## src/hdl/rrd_pkg.sv

```systemverilog
// ---------------------------------------------------------------------------
// rrd_pkg
// Shared types and constants of the raster run-length byte decoder.
// ---------------------------------------------------------------------------
`default_nettype none

package rrd_pkg;

  // field widths
  localparam int BYTE_W = 8;
  localparam int LEN_W  = 9;
  localparam int OFFS_W = 24;

  // escape byte that opens a run token
  localparam logic [BYTE_W-1:0] ESCAPE_BYTE = 8'h80;

  // reset value of the image size register
  localparam logic [OFFS_W-1:0] IMAGE_SIZE_RST = 24'd1;

  // token parser phase
  typedef enum logic [1:0] {
    PH_FLAG  = 2'd0,
    PH_COUNT = 2'd1,
    PH_VALUE = 2'd2
  } phase_t;

  // one decoded run, as it travels from parser to output queue
  typedef struct packed {
    logic [BYTE_W-1:0] value;
    logic [LEN_W-1:0]  length;
    logic [OFFS_W-1:0] offset;
    logic              complete;
  } run_t;

endpackage

`default_nettype wire

```

## src/hdl/rrd_in_if.sv

```systemverilog
// ---------------------------------------------------------------------------
// rrd_in_if
// Encoded byte channel: one stream byte and a begin flag per transaction.
// ---------------------------------------------------------------------------
`default_nettype none

interface rrd_in_if;
  logic                      valid;
  logic                      ready;
  logic [rrd_pkg::BYTE_W-1:0] in_byte;
  logic                      begin_req;

  modport source (output valid, output in_byte, output begin_req, input ready);
  modport sink   (input valid, input in_byte, input begin_req, output ready);
endinterface

`default_nettype wire

```

## src/hdl/rrd_out_if.sv

```systemverilog
// ---------------------------------------------------------------------------
// rrd_out_if
// Decoded run channel: one run per transaction.
// ---------------------------------------------------------------------------
`default_nettype none

interface rrd_out_if;
  logic                       valid;
  logic                       ready;
  logic [rrd_pkg::BYTE_W-1:0] run_value;
  logic [rrd_pkg::LEN_W-1:0]  run_length;
  logic [rrd_pkg::OFFS_W-1:0] run_offset;
  logic                       image_complete;

  modport source (output valid, output run_value, output run_length,
                  output run_offset, output image_complete, input ready);
  modport sink   (input valid, input run_value, input run_length,
                  input run_offset, input image_complete, output ready);
endinterface

`default_nettype wire

```

## src/hdl/rrd_cfg_if.sv

```systemverilog
// ---------------------------------------------------------------------------
// rrd_cfg_if
// Configuration write channel carrying the image size.
// ---------------------------------------------------------------------------
`default_nettype none

interface rrd_cfg_if;
  logic                       valid;
  logic                       ready;
  logic [rrd_pkg::OFFS_W-1:0] image_size;

  modport source (output valid, output image_size, input ready);
  modport sink   (input valid, input image_size, output ready);
endinterface

`default_nettype wire

```

## src/hdl/raster_rle_byte_decoder.sv

```systemverilog
// ---------------------------------------------------------------------------
// raster_rle_byte_decoder
// Run-length raster byte decoder: literal bytes and escape-coded runs in,
// clipped runs with their image offsets out.
// ---------------------------------------------------------------------------
//
//   port     dir   payload                                        per transaction
//   in_ch    in    in_byte, begin_req                             one encoded byte
//   out_ch   out   run_value, run_length, run_offset,             one decoded run
//                  image_complete
//   cfg_ch   in    image_size                                     size register write
//
// One byte is taken every cycle while the queue has room; a byte that finishes
// a token registers its run in a two-entry queue, whose head drives out_ch.
// The parser's offset add and room compare set the cycle; input stalls only
// when the queue holds two runs the output has not taken.
// Synchronous reset (rst_n low) empties the queue, clears token state and
// offset and sets the image size to 1. cfg_ch is always ready.
// ---------------------------------------------------------------------------
`default_nettype none

module raster_rle_byte_decoder (
  input wire logic clk,
  input wire logic rst_n,
  rrd_in_if.sink    in_ch,
  rrd_out_if.source out_ch,
  rrd_cfg_if.sink   cfg_ch
);

  logic          space_ok;
  logic          push;
  rrd_pkg::run_t push_run;

  // token parser and offset tracker
  rrd_front u_front (
    .clk      (clk),
    .rst_n    (rst_n),
    .in_ch    (in_ch),
    .cfg_ch   (cfg_ch),
    .space_ok (space_ok),
    .push     (push),
    .push_run (push_run)
  );

  // run queue feeding the output channel
  rrd_queue u_queue (
    .clk      (clk),
    .rst_n    (rst_n),
    .push     (push),
    .push_run (push_run),
    .space_ok (space_ok),
    .out_ch   (out_ch)
  );

endmodule

`default_nettype wire

```

## src/hdl/rrd_front.sv

```systemverilog
// ---------------------------------------------------------------------------
// rrd_front
// Token parser: classifies each byte, tracks the write offset, clips runs
// to the image and hands finished runs to the queue.
// ---------------------------------------------------------------------------
`default_nettype none

module rrd_front (
  input  wire logic          clk,
  input  wire logic          rst_n,
  rrd_in_if.sink             in_ch,
  rrd_cfg_if.sink            cfg_ch,
  input  wire logic          space_ok,
  output      logic          push,
  output      rrd_pkg::run_t push_run
);

  rrd_pkg::phase_t               phase_r, phase_nxt;
  logic [rrd_pkg::BYTE_W-1:0]    count_r, count_nxt;
  logic [rrd_pkg::OFFS_W-1:0]    offset_r, offset_nxt;
  logic [rrd_pkg::OFFS_W-1:0]    size_r;

  logic                          accept;
  rrd_pkg::phase_t               ph_cur;
  logic [rrd_pkg::BYTE_W-1:0]    cnt_cur;
  logic [rrd_pkg::OFFS_W-1:0]    off_cur;
  logic                          full;
  logic                          emit;
  logic [rrd_pkg::BYTE_W-1:0]    emit_value;
  logic [rrd_pkg::LEN_W-1:0]     emit_len;
  logic [rrd_pkg::OFFS_W-1:0]    room;
  logic                          clip;
  logic [rrd_pkg::LEN_W-1:0]     len_clipped;
  logic [rrd_pkg::OFFS_W-1:0]    off_after;

  assign in_ch.ready  = space_ok;
  assign cfg_ch.ready = 1'b1;
  assign accept       = in_ch.valid && space_ok;

  // begin request clears token state and offset ahead of the byte
  assign ph_cur  = in_ch.begin_req ? rrd_pkg::PH_FLAG : phase_r;
  assign cnt_cur = in_ch.begin_req ? '0 : count_r;
  assign off_cur = in_ch.begin_req ? '0 : offset_r;
  assign full    = off_cur >= size_r;

  // token classification
  always_comb begin
    phase_nxt  = ph_cur;
    count_nxt  = cnt_cur;
    emit       = 1'b0;
    emit_value = in_ch.in_byte;
    emit_len   = rrd_pkg::LEN_W'(1);
    if (!full) begin
      case (ph_cur)
        rrd_pkg::PH_COUNT: begin
          if (in_ch.in_byte == '0) begin
            phase_nxt  = rrd_pkg::PH_FLAG;
            emit       = 1'b1;
            emit_value = rrd_pkg::ESCAPE_BYTE;
          end else begin
            count_nxt = in_ch.in_byte;
            phase_nxt = rrd_pkg::PH_VALUE;
          end
        end
        rrd_pkg::PH_VALUE: begin
          phase_nxt = rrd_pkg::PH_FLAG;
          emit      = 1'b1;
          emit_len  = {1'b0, cnt_cur} + rrd_pkg::LEN_W'(1);
        end
        default: begin
          if (in_ch.in_byte == rrd_pkg::ESCAPE_BYTE) begin
            phase_nxt = rrd_pkg::PH_COUNT;
          end else begin
            phase_nxt = rrd_pkg::PH_FLAG;
            emit      = 1'b1;
          end
        end
      endcase
    end
  end

  // clip the run to the space left in the image
  assign room        = size_r - off_cur;
  assign clip        = {{(rrd_pkg::OFFS_W-rrd_pkg::LEN_W){1'b0}}, emit_len} > room;
  assign len_clipped = clip ? room[rrd_pkg::LEN_W-1:0] : emit_len;
  assign off_after   = clip ? size_r
                            : off_cur + {{(rrd_pkg::OFFS_W-rrd_pkg::LEN_W){1'b0}}, emit_len};
  assign offset_nxt  = emit ? off_after : off_cur;

  assign push              = accept && emit;
  assign push_run.value    = emit_value;
  assign push_run.length   = len_clipped;
  assign push_run.offset   = off_cur;
  assign push_run.complete = off_after >= size_r;

  // token state and offset registers
  always_ff @(posedge clk) begin
    if (!rst_n) begin
      phase_r  <= rrd_pkg::PH_FLAG;
      count_r  <= '0;
      offset_r <= '0;
    end else if (accept) begin
      phase_r  <= phase_nxt;
      count_r  <= count_nxt;
      offset_r <= offset_nxt;
    end
  end

  // image size register
  always_ff @(posedge clk) begin
    if (!rst_n) begin
      size_r <= rrd_pkg::IMAGE_SIZE_RST;
    end else if (cfg_ch.valid) begin
      size_r <= cfg_ch.image_size;
    end
  end

endmodule

`default_nettype wire

```

## src/hdl/rrd_queue.sv

```systemverilog
// ---------------------------------------------------------------------------
// rrd_queue
// Two-entry run queue between parser and output channel; its head drives
// the output transaction.
// ---------------------------------------------------------------------------
`default_nettype none

module rrd_queue (
  input  wire logic          clk,
  input  wire logic          rst_n,
  input  wire logic          push,
  input  wire rrd_pkg::run_t push_run,
  output      logic          space_ok,
  rrd_out_if.source          out_ch
);

  rrd_pkg::run_t entry_r [2];
  logic          wr_ptr_r, wr_ptr_nxt;
  logic          rd_ptr_r, rd_ptr_nxt;
  logic [1:0]    fill_r, fill_nxt;
  logic          pop;
  rrd_pkg::run_t head;

  assign space_ok = fill_r != 2'd2;
  assign pop      = out_ch.valid && out_ch.ready;

  // pointer and fill update
  always_comb begin
    wr_ptr_nxt = push ? ~wr_ptr_r : wr_ptr_r;
    rd_ptr_nxt = pop ? ~rd_ptr_r : rd_ptr_r;
    fill_nxt   = fill_r;
    if (push && !pop) begin
      fill_nxt = fill_r + 2'd1;
    end else if (pop && !push) begin
      fill_nxt = fill_r - 2'd1;
    end
  end

  always_ff @(posedge clk) begin
    if (!rst_n) begin
      wr_ptr_r <= 1'b0;
      rd_ptr_r <= 1'b0;
      fill_r   <= '0;
    end else begin
      wr_ptr_r <= wr_ptr_nxt;
      rd_ptr_r <= rd_ptr_nxt;
      fill_r   <= fill_nxt;
    end
  end

  // entry storage
  always_ff @(posedge clk) begin
    if (push) begin
      entry_r[wr_ptr_r] <= push_run;
    end
  end

  // head entry onto the output channel
  assign head                  = entry_r[rd_ptr_r];
  assign out_ch.valid          = fill_r != 2'd0;
  assign out_ch.run_value      = head.value;
  assign out_ch.run_length     = head.length;
  assign out_ch.run_offset     = head.offset;
  assign out_ch.image_complete = head.complete;

endmodule

`default_nettype wire
```

## src/flat_wrapper.sv

```systemverilog
// flat-port wrapper written by rule: the top's interface ports become plain ports
module raster_rle_byte_decoder_flat 
  (clk, rst_n, in_ch_valid, in_ch_in_byte, in_ch_begin_req, in_ch_ready, out_ch_valid, out_ch_run_value, out_ch_run_length, out_ch_run_offset, out_ch_image_complete, out_ch_ready, cfg_ch_valid, cfg_ch_image_size, cfg_ch_ready);
  rrd_in_if in_ch_i ();
  rrd_out_if out_ch_i ();
  rrd_cfg_if cfg_ch_i ();
  input wire logic clk;
  input wire logic rst_n;
  input wire logic [$bits(in_ch_i.valid)-1:0] in_ch_valid;
  input wire logic [$bits(in_ch_i.in_byte)-1:0] in_ch_in_byte;
  input wire logic [$bits(in_ch_i.begin_req)-1:0] in_ch_begin_req;
  output wire logic [$bits(in_ch_i.ready)-1:0] in_ch_ready;
  output wire logic [$bits(out_ch_i.valid)-1:0] out_ch_valid;
  output wire logic [$bits(out_ch_i.run_value)-1:0] out_ch_run_value;
  output wire logic [$bits(out_ch_i.run_length)-1:0] out_ch_run_length;
  output wire logic [$bits(out_ch_i.run_offset)-1:0] out_ch_run_offset;
  output wire logic [$bits(out_ch_i.image_complete)-1:0] out_ch_image_complete;
  input wire logic [$bits(out_ch_i.ready)-1:0] out_ch_ready;
  input wire logic [$bits(cfg_ch_i.valid)-1:0] cfg_ch_valid;
  input wire logic [$bits(cfg_ch_i.image_size)-1:0] cfg_ch_image_size;
  output wire logic [$bits(cfg_ch_i.ready)-1:0] cfg_ch_ready;
  assign in_ch_i.valid = in_ch_valid;
  assign in_ch_i.in_byte = in_ch_in_byte;
  assign in_ch_i.begin_req = in_ch_begin_req;
  assign in_ch_ready = in_ch_i.ready;
  assign out_ch_valid = out_ch_i.valid;
  assign out_ch_run_value = out_ch_i.run_value;
  assign out_ch_run_length = out_ch_i.run_length;
  assign out_ch_run_offset = out_ch_i.run_offset;
  assign out_ch_image_complete = out_ch_i.image_complete;
  assign out_ch_i.ready = out_ch_ready;
  assign cfg_ch_i.valid = cfg_ch_valid;
  assign cfg_ch_i.image_size = cfg_ch_image_size;
  assign cfg_ch_ready = cfg_ch_i.ready;
  raster_rle_byte_decoder u_core (.clk(clk), .rst_n(rst_n), .in_ch(in_ch_i), .out_ch(out_ch_i), .cfg_ch(cfg_ch_i));
endmodule
```

## config.mk

```make
export PLATFORM = sky130hd
export DESIGN_NAME = raster_rle_byte_decoder_flat
export DESIGN_NICKNAME = d
export VERILOG_FILES = /design/src/hdl/rrd_pkg.sv /design/src/hdl/rrd_in_if.sv /design/src/hdl/rrd_out_if.sv /design/src/hdl/rrd_cfg_if.sv /design/src/hdl/raster_rle_byte_decoder.sv /design/src/hdl/rrd_front.sv /design/src/hdl/rrd_queue.sv /design/src/flat_wrapper.sv
export SDC_FILE = /design/constraint.sdc
export NUM_CORES = 1
export LEC_CHECK = 0
export BUFFER_PORTS_ARGS = -buffer_cell sky130_fd_sc_hd__buf_2
export CELL_PAD_IN_SITES_DETAIL_PLACEMENT = 1
export CELL_PAD_IN_SITES_GLOBAL_PLACEMENT = 2
export CORE_MARGIN = 8
export CORE_UTILIZATION = 35
export DETAILED_ROUTE_END_ITERATION = 10
export GPL_ROUTABILITY_DRIVEN = 0
export PLACE_DENSITY = 0.88
export SLEW_MARGIN = 20
export SYNTH_ARGS = -nofsm -noshare
export SYNTH_HDL_FRONTEND = slang
export SYNTH_SLANG_ARGS = --single-unit
```

## constraint.sdc

```tcl
create_clock -name clk -period 7.35 [get_ports clk]
set_clock_uncertainty 0.1 [all_clocks]
set_input_delay 1.1025 -clock clk [delete_from_list [all_inputs] [get_ports clk]]
set_output_delay 1.1025 -clock clk [all_outputs]
set_load 0.02 [all_outputs]
```

Word level (Yosys, flattened, before mapping)
Memories as Yosys holds them, arrays and structs flattened. A register that Yosys moved wholly into a read port is not among the register bits.
Cells that the tools add are included.

word-level totals
  output and inout bits = 45
  memories kept = 1
  latch bits = 0
  RAM bits = 84
  flip-flop bits (word level) = 62
  logic and storage cells = 60
  memory bits (read-only) = 0

cells by class
  div/mod/pow operators = 0
  reductions and logical operators = 10
  shift operators = 0
  multiplexer cells = 28
  multipliers = 0
  add/subtract/negate cells = 5
  bitwise logic cells = 2
  $lt $le $gt $ge = 3
  equality and inequality tests = 4

memory list
  memory                  words  width  read ports  clocked after memory_dff  write ports  line             source
  u_core.u_queue.entry_r  2      42     1           1                         1            rrd_queue.sv:17  rrd_pkg::run_t entry_r [2];

operators by type and width
  operator               number
  $mux W24               3
  $mux W8                7
  $ge A24 B24 Y1         2
  $mux W9                3
  $add A24 B9 Y24        1
  $gt A9 B24 Y1          1
  $sub A24 B24 Y24       1
  $mux W2                5
  $add A8 B1 Y9 const B  1
  $eq A8 B8 Y1 const B   1
  $logic_not A8 Y1       1
  $mux W1                8
  $logic_and A1 B1 Y1    5
  $pmux W2 S2            1
  $reduce_bool A2 Y1     2
  $add A2 B1 Y2 const B  1
  $eq A2 B1 Y1 const B   1
  $eq A2 B2 Y1 const B   1
  $logic_not A1 Y1       2
  $ne A2 B2 Y1 const B   1
  $not A1 Y1             2
  $pmux W1 S2            1
  $sub A2 B1 Y2 const B  1

Longest topological paths before layout
Gate-level depths: netlist (run 1).

  word-level depth = 9
  mapped depth = 37
  gate-level depth less buffers = 32

By module
From an unflattened synthesis (run 1), not the netlist that was laid out.

unflattened totals
  cells, all modules = 1003
  area total of the unflattened synthesis = 9587.9 µm²

by module, submodules not included
  module     sequential area each (µm²)  area each (µm²)  times used  cells each
  rrd_front  1161.1                      6347.3           1           850
  rrd_queue  2622.5                      3240.6           1           153

Worst setup path before layout (run 1)
Ideal clock, no wire load.

  path type = input to register
  start point = in in_ch_begin_req
  end point = mem u_core.u_queue.entry_r[0][0] (netlist name) (data pin)
  path buffers = 6
  data arrival time = 7406 ps
  library setup time = 270 ps
  path slack = -425 ps
  cell stages on the path = 34
  required time = 6980 ps
  cells stage by stage = clkbuf_1 > clkbuf_1 > clkbuf_1 > clkbuf_1 > nor2b_1 > ha_1 > inv_1 > fa_1 > nand3_1 > a21oi_2 > o21ai_1 > a21boi_2 > o211ai_2 > nor3_1 > ha_1 > clkbuf_1 > a21o_1 > a211oi_1 > o311ai_0 > a31o_2 > buf_2 > and3b_1 > mux2_2 > mux2_2 > ha_1 > a21o_1 > a21o_1 > a21o_1 > a21o_1 > a21o_1 > a21oi_1 > o221ai_1 > a21oi_1 > o21ai_0

RTL lines
  element             line                source
  start: declaration  flat_wrapper.sv:11  input wire logic [$bits(in_ch_i.begin_req)-1:0] in_ch_begin_req;
  end: declaration    rrd_queue.sv:17

==> impl_results.md, run 1 <==
- Primary FF master, synth: edfxtp_1
- Worst Max-Slew Pin Slew: roughly 1 ns
- Core box area: around 27,000 um^2
- Non-Filler Instances: 1,566
- Register area share after synthesis: 0.393
- First-pass GRT wire length: ~50,000 um
- Diode count: 0
- Total power: roughly 2700 uW
- Worst min-delay path class: reg2reg
- Largest net degree at the start of global routing: between 40 and 50
- Final Max Slew Viols: 0
- CTS Root Cell: clkbuf_16
- Max Buffers Root-to-Sink: 2
- Routed vias: roughly 8,700
- Largest family of logic cells by synthesized area: compound AO/OA/AOI/OAI gates
- Tmin final: between 7 and 8 ns
- Clock Pin Slew Worst Setup and Hold Paths: 0.06 ns
- Fraction of registers with async set/reset: 0
- Data required time at the worst endpoint: 7.41 ns
- Netlist cell types: 77
- Initial Util: 0.357
- Startpoint types: input port
- Drt pass-1 iters: 5
- Final #Nets: approximately 1,300
- Dpl cells: around 1,500
- Drc violations: 0
- Register bit total from synthesis: around 150
- Compound-Gate Fraction of Synth Area: 0.178
- Initial DRC Count: roughly 730
- Gr usage total: 0.189
- Status: completed
- Pleak: ~0.0052 uW
- GR Util met3: 0.0281
- Multiplexer share of the synthesized area: 0.0940
- FF-to-FF path depth: 29
- Mapped Area: 9620 um^2
- Die width: about 180 um
- Area leader, netlist: edfxtp_1
- Slew margin rel.: 0.317
- Worst EP arrival: ~7.2 ns
- Synth warn: 0
- Area Overhead vs Synth: 25.6%
- Final hold violations: 0
- Fraction of layout cells with a size suffix above 1: 0.291
- CP max FO: 15
- GR Layer Usage met2: 0.319
- Syn nets: around 1,100
- Setup CP Type: in2reg
- Vias/cell: 5.53
- Grt ovf: 0
- Met1 Resource Use GR: 0.243
- Floorplan row count: 60
- H-tree depth: 4
- Most Used Layer, Global Route: met2
- Die ar.: 33,000 um^2
- DR WL/cell: 20.3 um
- Highest Clock Rate: between 100 and 150 MHz
- Power per cell area: 221 nW/um^2
- Chip Height: about 180 um
- IO Count: 83
- Period utilization: 0.971
- Post-synthesis average cell area: roughly 9.5 um^2
- Final ANT Viol Nets: 0
- Area contributors post-synth: edfxtp_1 26%, dfxtp_1 13%, ha_1 8.8%
- Reg2reg start: u_core.u_front.offset_r[15]
- Gate Count Post-Synth: 1,011
- Top cell by count, worst path: a21o_1
- Total clock sinks: between 100 and 150
- Hold_ws: between 0.3 and 0.4 ns
- Synth Area in Adders: 0.0905
- Peak supply drop: about 0.13 mV
- WL final: 31,900 um
- IO Port Bufs: 81
- Crit. End Element: flop
- Simple logic cell fraction of the synthesized area: 0.158
- Number of max-cap violations: 0
- Vias in the first global route: roughly 9,000
- Yosys top cell area share: 0.262
- Slowest cell delay on critical path: around 0.41 ns
- Cts bufs inserted: 17
- R2r setup slk: roughly 0.8 ns
- Clock Latency Late Sink: about 0.43 ns
- CTS tree: built
- Final setup viols: 0
- Hpwl dp: about 25,000 um
- Initial antenna violation count: 0
- Crit path to: u_core.u_queue.entry_r[1][0]
- Reg-to-Reg End: u_core.u_queue.entry_r[1][0]
- XOR/XNOR share of the synthesized area: 0.0364
- Number of flops mapped to enable cells by yosys: between 80 and 90
- Critical Path Start: in_ch_begin_req
- CP max stage cell: a211o_4
## synth_stat cells, drive strengths merged, types with 23 or more instances
cell type / number
nor2: 86
edfxtp: 84
ha: 68
inv: 66
dfxtp: 63
nand2: 61
a21oi: 59
mux2: 56
o21ai: 54
clkbuf: 35
xnor2: 28
mux2i: 27
a21o: 25
nand3: 23
## metrics by stage
stage          area [um^2]   util  setup TNS [ns]  setup slack, ns
6_report             12100  0.448               0            0.215
5_1_grt              12100  0.448          -0.105          -0.0527
4_1_cts              12000  0.443               0          0.00573
3_5_place_dp         11400  0.423          -0.885           -0.442
3_3_place_gp         11400  0.423          -0.471           -0.236
2_1_floorplan         9660      -               0           0.0208
## registers in the layout (all words and copies together), names as in the netlist, named ones only
name and flops:
u_core.u_front.count_r 8, u_core.u_front.offset_r 24, u_core.u_front.phase_r 2, u_core.u_front.size_r 24
u_core.u_queue.entry_r 84, u_core.u_queue.fill_r 2, u_core.u_queue.rd_ptr_r 1, u_core.u_queue.wr_ptr_r 1
## layer usage
layer  vias up  routed length (um)
met5         -                   0
met4         0                 590
met3        36                1350
met2       226               15500
met1      4281               14500
li1       4121                   -
## placed cells by master, fill, tap and decap left out, drive strengths merged, types with 21 or more instances in the layout
cell,n
dfxtp,63
nand2,61
a21oi,59
mux2i,27
o21ai,54
edfxtp,84
xnor2,28
mux2,56
buf,234
a21o,25
nor2,86
inv,71
nand3,23
nand2b,21
ha,68
## worst min-delay path by stage
stage,from,end,slack (ns),depth (start not counted)
floorplan,u_core.u_front.offset_r[0],u_core.u_front.offset_r[0],0.32,2
global route,u_core.u_front.offset_r[3],u_core.u_front.offset_r[3],0.39,1
CTS,u_core.u_front.offset_r[11],u_core.u_front.offset_r[11],0.38,1
global placement,u_core.u_front.offset_r[11],u_core.u_front.offset_r[11],0.36,1
finish,u_core.u_front.offset_r[0],u_core.u_front.offset_r[0],0.38,2
detailed placement,u_core.u_front.offset_r[11],u_core.u_front.offset_r[11],0.36,1
## logic make-up after synthesis
family | after synthesis
other | 1
xor gates and xnor gates | 40
DFF | 147
muxes | 83
adders and majority gates | 69
and+or+nand+nor | 298
buffers and inverters | 120
AOI/OAI and AO/OA | 253
## final cells by class
type	instances	area, um^2
fillers	3091	14900
multi-input cells	744	5490
flip-flops and latches	147	3780
repair buffers	235	1580
well taps	341	427
clock buffers	17	425
inverters	67	251
clock inverters	15	126
## critical path: cells and delay by family
family,cells,cell delay (ns)
mux,2,0.55
fa+ha+maj,3,0.94
compound gates,17,3.44
simple gates,4,0.61
buf+inv,3,0.54
## power breakdown
| group | internal [uW] | total, uW | leakage (uW) | switching (uW) |
|---|---|---|---|---|
| Clock | 440 | 827 | 0.000257 | 387 |
| Sequential | 959 | 1030 | 0.00130 | 67.0 |
| Combinational | 337 | 811 | 0.00367 | 474 |
| Total | 1740 | 2660 | 0.00522 | 929 |
## timing repair
item | CTS | global route
endpoints found under the setup margin | 0 | 2
resized for setup | 0 | 24
hold buffers | 0 | 0
setup buffers | 0 | 3
(Power assumes the default switching activity.)
==> run 2, diff against run 1 <==
--- a/config.mk
+++ b/config.mk
@@ -13,6 +13,7 @@
 export DETAILED_ROUTE_END_ITERATION = 10
 export GPL_ROUTABILITY_DRIVEN = 0
 export PLACE_DENSITY = 0.88
+export REMOVE_ABC_BUFFERS = 1
 export SLEW_MARGIN = 20
 export SYNTH_ARGS = -nofsm -noshare
 export SYNTH_HDL_FRONTEND = slang
==> run 2 against run 1 <==
Against the previous run:
- global-route usage grew 0.15 points
- power up 1.8%
- first-iteration DRC count is 7.7% lower
- count of clock-buffer cells in the layout did not move
- worst setup slack better by 0.035 ns
- non-clock buffer count shrank 44
- sequential power about the same
- core utilization decreased by 1.4 points
- clock power is 8.1% higher
- sequential share of layout area is 1.0 points higher
==> impl_results.md, run 2 (synthesis results as in run 1) <==
- IO Count: 83 (unchanged)
- Peak supply drop: 0.147 mV (was 0.132 mV)
- Largest register FFs: 84 (unchanged)
- Reg2reg start: u_core.u_front.offset_r[15] (unchanged)
- IO Port Bufs: 81 (unchanged)
- Final ANT Viol Nets: 0 (unchanged)
- Met1 Resource Use GR: 0.245 (was 0.243)
- Final hold violations: 0 (unchanged)
- WL final: 31,800 um (was 31,900 um)
- Clock Latency Late Sink: 0.45 ns (was 0.43 ns)
- Status: completed (unchanged)
- CTS Root Cell: clkbuf_16 (unchanged)
- Highest Clock Rate: 141 MHz (was 140 MHz)
- CP max FO: 28 (was 15)
- Worst EP arrival: 7.16 ns (was 7.20 ns)
- Slowest cell delay on critical path: 0.33 ns (was 0.41 ns)
- Initial Util: 0.357 (unchanged)
- Pleak: 0.00503 uW (was 0.00522 uW)
- Startpoint types: input port (unchanged)
- Non-Filler Instances: 1,522 (was 1,566)
- Number of max-cap violations: 0 (unchanged)
- Power per cell area: 232 nW/um^2 (was 221 nW/um^2)
- Cts bufs inserted: 17 (unchanged)
- Hpwl dp: 24,000 um (was 24,800 um)
- Max Buffers Root-to-Sink: 2 (unchanged)
- Top flop regs: u_core.u_queue.entry_r: 84 flops, u_core.u_front.offset_r: 24 flops, u_core.u_front.size_r: 24 flops (unchanged)
- Tmin final: 7.10 ns (was 7.14 ns)
- H-tree depth: 4 (unchanged)
- Drc violations: 0 (unchanged)
- Final setup viols: 0 (unchanged)
- Fraction of layout cells with a size suffix above 1: 0.257 (was 0.291)
- CTS tree: built (unchanged)
- Area Overhead vs Synth: 21.7% (was 25.6%)
- Routed vias: 8,534 (was 8,664)
- Dpl cells: 1,489 (was 1,531)
- Slew margin rel.: 0.389 (was 0.317)
- Vias/cell: 5.61 (was 5.53)
- Final Max Slew Viols: 0 (unchanged)
- Setup CP Type: in2reg (unchanged)
- Initial antenna violation count: 0 (unchanged)
- Worst Max-Slew Pin Slew: 0.914 ns (was 1.02 ns)
- First-pass GRT wire length: 50,000 um (about the same)
- Grt ovf: 0 (unchanged)
- Crit. End Element: flop (unchanged)
- Top register by number of flip-flops: u_core.u_queue.entry_r (unchanged)
- Die ar.: 33,000 um^2 (unchanged)
- Final #Nets: 1,275 (was 1,319)
- Most frequent cells in the layout: 111 x buf_4, 84 x nor2_1, 84 x edfxtp_1 (was 152 x buf_4, 84 x edfxtp_1, 83 x nor2_1)
- GR Layer Usage met2: 0.320 (was 0.319)
- Filler cell count: 3,063 (was 3,091)
- Core box area: 27,000 um^2 (unchanged)
- Commonest non-fill, non-tap cell in the layout: buf_4 (unchanged)
- Total clock sinks: 147 (unchanged)
- R2r setup slk: 0.77 ns (was 0.82 ns)
- Reg-to-Reg End: u_core.u_queue.entry_r[1][0] (unchanged)
- Multi-input combinational cell area: 5430 um^2 (was 5490 um^2)
- Chip Height: 182 um (unchanged)
- Die width: 182 um (unchanged)
- Worst min-delay path class: reg2reg (unchanged)
- GR Util met3: 0.0265 (was 0.0281)
- Worst Hold End: u_core.u_front.offset_r[2] (was u_core.u_front.offset_r[0])
- Period utilization: 0.966 (was 0.971)
- FF-to-FF path depth: 31 (was 29)
- Largest net degree at the start of global routing: 43 (unchanged)
- Data required time at the worst endpoint: 7.41 ns (about the same)
- Worst hold start: u_core.u_front.offset_r[2] (was u_core.u_front.offset_r[0])
- Vias in the first global route: 8,961 (was 9,001)
- Floorplan row count: 60 (unchanged)
- Diode count: 0 (unchanged)
- Seq. cell area: 3790 um^2 (was 3780 um^2)
- Total power: 2710 uW (was 2660 uW)
- Most Used Layer, Global Route: met2 (unchanged)
- Clock Pin Slew Worst Setup and Hold Paths: 0.07 ns (was 0.06 ns)
- Initial DRC Count: 670 (was 726)
- Worst hold path depth: 1 (was 2)
- CP max stage cell: ha_1 (was a211o_4)
- DR WL/cell: 20.9 um (was 20.3 um)
- Drt pass-1 iters: 5 (unchanged)
- Gr usage total: 0.190 (was 0.189)
## run 2: changes by cell type in the layout (fill, tap and decap cells not counted), sizes merged
cell / delta
buf: -43
clkbuf: -1
clkinv: -3
clkinvlp: -3
inv: +6
## run 2: metrics by stage
| stage | setup slack, ns | utilization | instance area, um^2 | hold slack (ns) | setup TNS, ns |
|---|---|---|---|---|---|
| detailed placement | -0.319 | 0.410 | 11100 | 0.355 | -0.639 |
| global placement | -0.0218 | 0.410 | 11100 | 0.350 | -0.0436 |
| finish | 0.250 | 0.435 | 11700 | 0.384 | 0 |
| floorplan | 0.0161 | - | 9390 | 0.317 | 0 |
| global route | -0.0638 | 0.435 | 11700 | 0.413 | -0.127 |
| CTS | 0.0610 | 0.432 | 11600 | 0.378 | 0 |
## run 2: layout make-up
| cell class | count | area share |
|---|---|---|
| clock buffer | 17 | 0.0363 |
| clock inverter | 15 | 0.0137 |
| inverter | 67 | 0.0215 |
| multi-input combinational | 744 | 0.463 |
| sequential | 147 | 0.323 |
| tap | 341 | 0.0364 |
| timing repair buffer | 191 | 0.105 |
## run 2: routing by layer
layer	up-vias	wire length [um]
met1	4242	14400
met3	53	1330
li1	4034	-
met4	0	847
met5	-	0
met2	205	15200
## run 2: how the worst max path moves through the flow
stage                          startpoint  slack (ns)                           end
after CTS                 in_ch_begin_req        0.06  u_core.u_queue.entry_r[1][0]
after global placement    in_ch_begin_req       -0.02  u_core.u_queue.entry_r[0][0]
after detailed placement  in_ch_begin_req       -0.32  u_core.u_queue.entry_r[1][0]
final                     in_ch_begin_req        0.25  u_core.u_queue.entry_r[1][0]
after floorplan           in_ch_begin_req        0.02  u_core.u_queue.entry_r[0][0]
after global routing      in_ch_begin_req       -0.06  u_core.u_queue.entry_r[1][0]
## run 2: what timing repair did
action                     in CTS  in global routing
hold buffers                    0                  0
setup endpoints to repair       0                  2
gates resized for setup         0                 14
setup buffers                   0                  1
hold endpoints to repair        0                  0
## run 2: worst max-delay path: cells and delay by family
kind / cells / cell delay, ns
AO/OA/AOI/OAI: 19 / 3.55
adder cells (fa/ha/maj): 3 / 0.91
buffers and inverters: 3 / 0.46
AND/OR/NAND/NOR: 7 / 1.12
## run 2: where the power goes
part	internal, uW	leakage, uW	switching (uW)
clock	458	0.000286	436
combinational	319	0.00345	470
sequential	960	0.00130	68.2
total	1740	0.00503	975
==> run 3, diff against run 2 <==
--- a/config.mk
+++ b/config.mk
@@ -13,8 +13,7 @@
 export DETAILED_ROUTE_END_ITERATION = 10
 export GPL_ROUTABILITY_DRIVEN = 0
 export PLACE_DENSITY = 0.88
-export REMOVE_ABC_BUFFERS = 1
-export SLEW_MARGIN = 20
+export SLEW_MARGIN = 40
 export SYNTH_ARGS = -nofsm -noshare
 export SYNTH_HDL_FRONTEND = slang
 export SYNTH_SLANG_ARGS = --single-unit
==> run 3 against run 2 <==
Against the previous run:
- core utilization increased by 1.4 points
- final cell count increased by 3.0%
- clock power decreased by 6.9%
- first-iteration DRC count decreased by 0.60%
- sequential share of layout area decreased by 1.0 points
- sequential cell count unchanged
- hold slack got worse by 0.0065 ns
- critical path depth decreased by 1
- count of clock-buffer cells in the layout increased by 1
- global-route usage about the same
- critical path type unchanged
- highest routed layer unchanged
==> impl_results.md, run 3 (synthesis results as in run 1) <==
- Status: completed (unchanged)
- IO Count: 83 (unchanged)
- Final #Nets: 1,320 (was 1,275)
- Grt ovf: 0 (unchanged)
- Commonest non-fill, non-tap cell in the layout: buf_4 (unchanged)
- Final ANT Viol Nets: 0 (unchanged)
- Max Buffers Root-to-Sink: 2 (unchanged)
- Final hold violations: 0 (unchanged)
- CTS tree: built (unchanged)
- Pre-CTS WS: -0.461 ns (was -0.319 ns)
- DR WL/cell: 20.3 um (was 20.9 um)
- Drc violations: 0 (unchanged)
- Initial DRC Count: 666 (was 670)
- Reg2reg start: u_core.u_front.offset_r[15] (unchanged)
- Cts bufs inserted: 17 (unchanged)
- CP max FO: 15 (was 28)
- Fraction of layout cells with a size suffix above 1: 0.292 (was 0.257)
- H-tree depth: 4 (unchanged)
- Final setup viols: 0 (unchanged)
- Cell family with most CP delay: compound AO/OA/AOI/OAI gates (unchanged)
- Vias in the first global route: 9,059 (was 8,961)
- Worst min-delay path class: reg2reg (unchanged)
- Largest net degree at the start of global routing: 43 (unchanged)
- Peak supply drop: 0.148 mV (was 0.147 mV)
- Top register by number of flip-flops: u_core.u_queue.entry_r (unchanged)
- Top cell by count, worst path: a21o_1
- FF-to-FF path depth: 33 (was 31)
- Gr usage total: 0.190 (about the same)
- Final Max Slew Viols: 0 (unchanged)
- CP max stage cell: a211o_2 (was ha_1)
- Dpl cells: 1,531 (was 1,489)
- Drt pass-1 iters: 5 (unchanged)
- Startpoint types: input port (unchanged)
- Worst hold start: u_core.u_front.offset_r[0] (was u_core.u_front.offset_r[2])
- IO Port Bufs: 81 (unchanged)
- Number of max-cap violations: 0 (unchanged)
- Slowest cell delay on critical path: 0.40 ns (was 0.33 ns)
- Die width: 182 um (unchanged)
- Routed vias: 8,660 (was 8,534)
- WL final: 31,800 um (about the same)
- Core box area: 27,000 um^2 (unchanged)
- Most frequent cells in the layout: 153 x buf_4, 84 x nor2_1, 84 x edfxtp_1 (was 111 x buf_4, 84 x nor2_1, 84 x edfxtp_1)
- Hold_buf cts: 0 (unchanged)
- Hpwl dp: 24,800 um (was 24,000 um)
- Setup tns final: 0 ns (unchanged)
- Initial antenna violation count: 0 (unchanged)
- Slew margin rel.: 0.462 (was 0.389)
- Chip Height: 182 um (unchanged)
- Worst Hold End: u_core.u_front.offset_r[0] (was u_core.u_front.offset_r[2])
- CTS Root Cell: clkbuf_16 (unchanged)
- Crit. End Element: flop (unchanged)
- Pleak: 0.00522 uW (was 0.00503 uW)
- Power per cell area: 221 nW/um^2 (was 232 nW/um^2)
- Filler cell count: 3,108 (was 3,063)
- First-pass GRT wire length: 50,300 um (was 50,000 um)
- Floorplan row count: 60 (unchanged)
- Top flop regs: u_core.u_queue.entry_r: 84 flops, u_core.u_front.offset_r: 24 flops, u_core.u_front.size_r: 24 flops (unchanged)
- Clock Latency Late Sink: 0.44 ns (was 0.45 ns)
- R2r setup slk: 0.84 ns (was 0.77 ns)
- Diode count: 0 (unchanged)
- Vias/cell: 5.53 (was 5.61)
- Period utilization: 0.964 (was 0.966)
- Setup CP Type: in2reg (unchanged)
- Reg-to-Reg End: u_core.u_queue.entry_r[1][0] (unchanged)
- Worst EP arrival: 7.15 ns (was 7.16 ns)
- Highest Clock Rate: 141 MHz (about the same)
- Clock Pin Slew Worst Setup and Hold Paths: 0.06 ns (was 0.07 ns)
- Hold_ws: 0.378 ns (was 0.384 ns)
- Total clock sinks: 147 (unchanged)
- Non-Filler Instances: 1,567 (was 1,522)
- Die ar.: 33,000 um^2 (unchanged)
- Post-route setup slack: 0.268 ns (was 0.250 ns)
- Initial Util: 0.357 (unchanged)
- Tmin final: 7.08 ns (was 7.10 ns)
- RSZ-0062 raised after global routing: no
- Largest register FFs: 84 (unchanged)
- Worst hold path depth: 2 (was 1)
- Data required time at the worst endpoint: 7.41 ns (about the same)
- Area Overhead vs Synth: 25.6% (was 21.7%)
- Worst Max-Slew Pin Slew: 0.805 ns (was 0.914 ns)
- Worst Path Buf+Inv: 6 (was 3)
run 3: per-stage QoR:
stage | util | power (uW) | area (um^2)
after global routing | 0.448 | 2790 | 12100
after CTS | 0.444 | 2670 | 12000
after detailed placement | 0.423 | 1840 | 11400
after global placement | 0.423 | 1820 | 11400
final | 0.448 | 2670 | 12100
after floorplan | - | 1530 | 9660
run 3: worst max-delay path by stage:
stage | from | end | slack, ns | depth (start not counted)
floorplan | in_ch_begin_req | u_core.u_queue.entry_r[0][0] | 0.02 | 34
global placement | in_ch_begin_req | u_core.u_queue.entry_r[0][0] | -0.24 | 29
detailed placement | in_ch_begin_req | u_core.u_queue.entry_r[1][0] | -0.46 | 30
CTS | in_ch_begin_req | u_core.u_queue.entry_r[0][0] | 0.08 | 29
global route | in_ch_begin_req | u_core.u_queue.entry_r[0][0] | 0.004 | 36
finish | in_ch_begin_req | u_core.u_queue.entry_r[1][0] | 0.27 | 31
run 3: worst reg2reg max path: cells and delay by family (launching register included):
kind / cells / cell delay, ns
AOI/OAI and AO/OA: 19 / 3.15
adders and majority gates: 3 / 0.96
DFF: 1 / 0.38
and+or+nand+nor: 7 / 1.11
buffers and inverters: 4 / 0.57
run 3: report_power, final:
part | leakage, uW | internal (uW) | switching [uW]
Sequential | 0.00130 | 960 | 67.4
Combinational | 0.00366 | 336 | 475
Clock | 0.000259 | 441 | 390
run 3: cell type report:
type	count	area [um^2]	share of cell area
Timing Repair Buffer	236	1580	0.131
Sequential cell	147	3790	0.313
Clock buffer	18	429	0.0355
Inverter	67	251	0.0208
Tap cell	341	427	0.0353
Multi-Input combinational cell	744	5490	0.454
Clock inverter	14	124	0.0102
run 3: layer usage:
layer	wire length (um)	global-route usage
met4	537	0.0640
met5	0	0
met2	15400	0.322
met3	1310	0.0263
met1	14500	0.245
run 3: what timing repair did:
action | CTS | global route
pin swaps | 0 | 5
setup endpoints to repair | 2 | 2
setup buffers | 0 | 4
gates resized for setup | 2 | 20
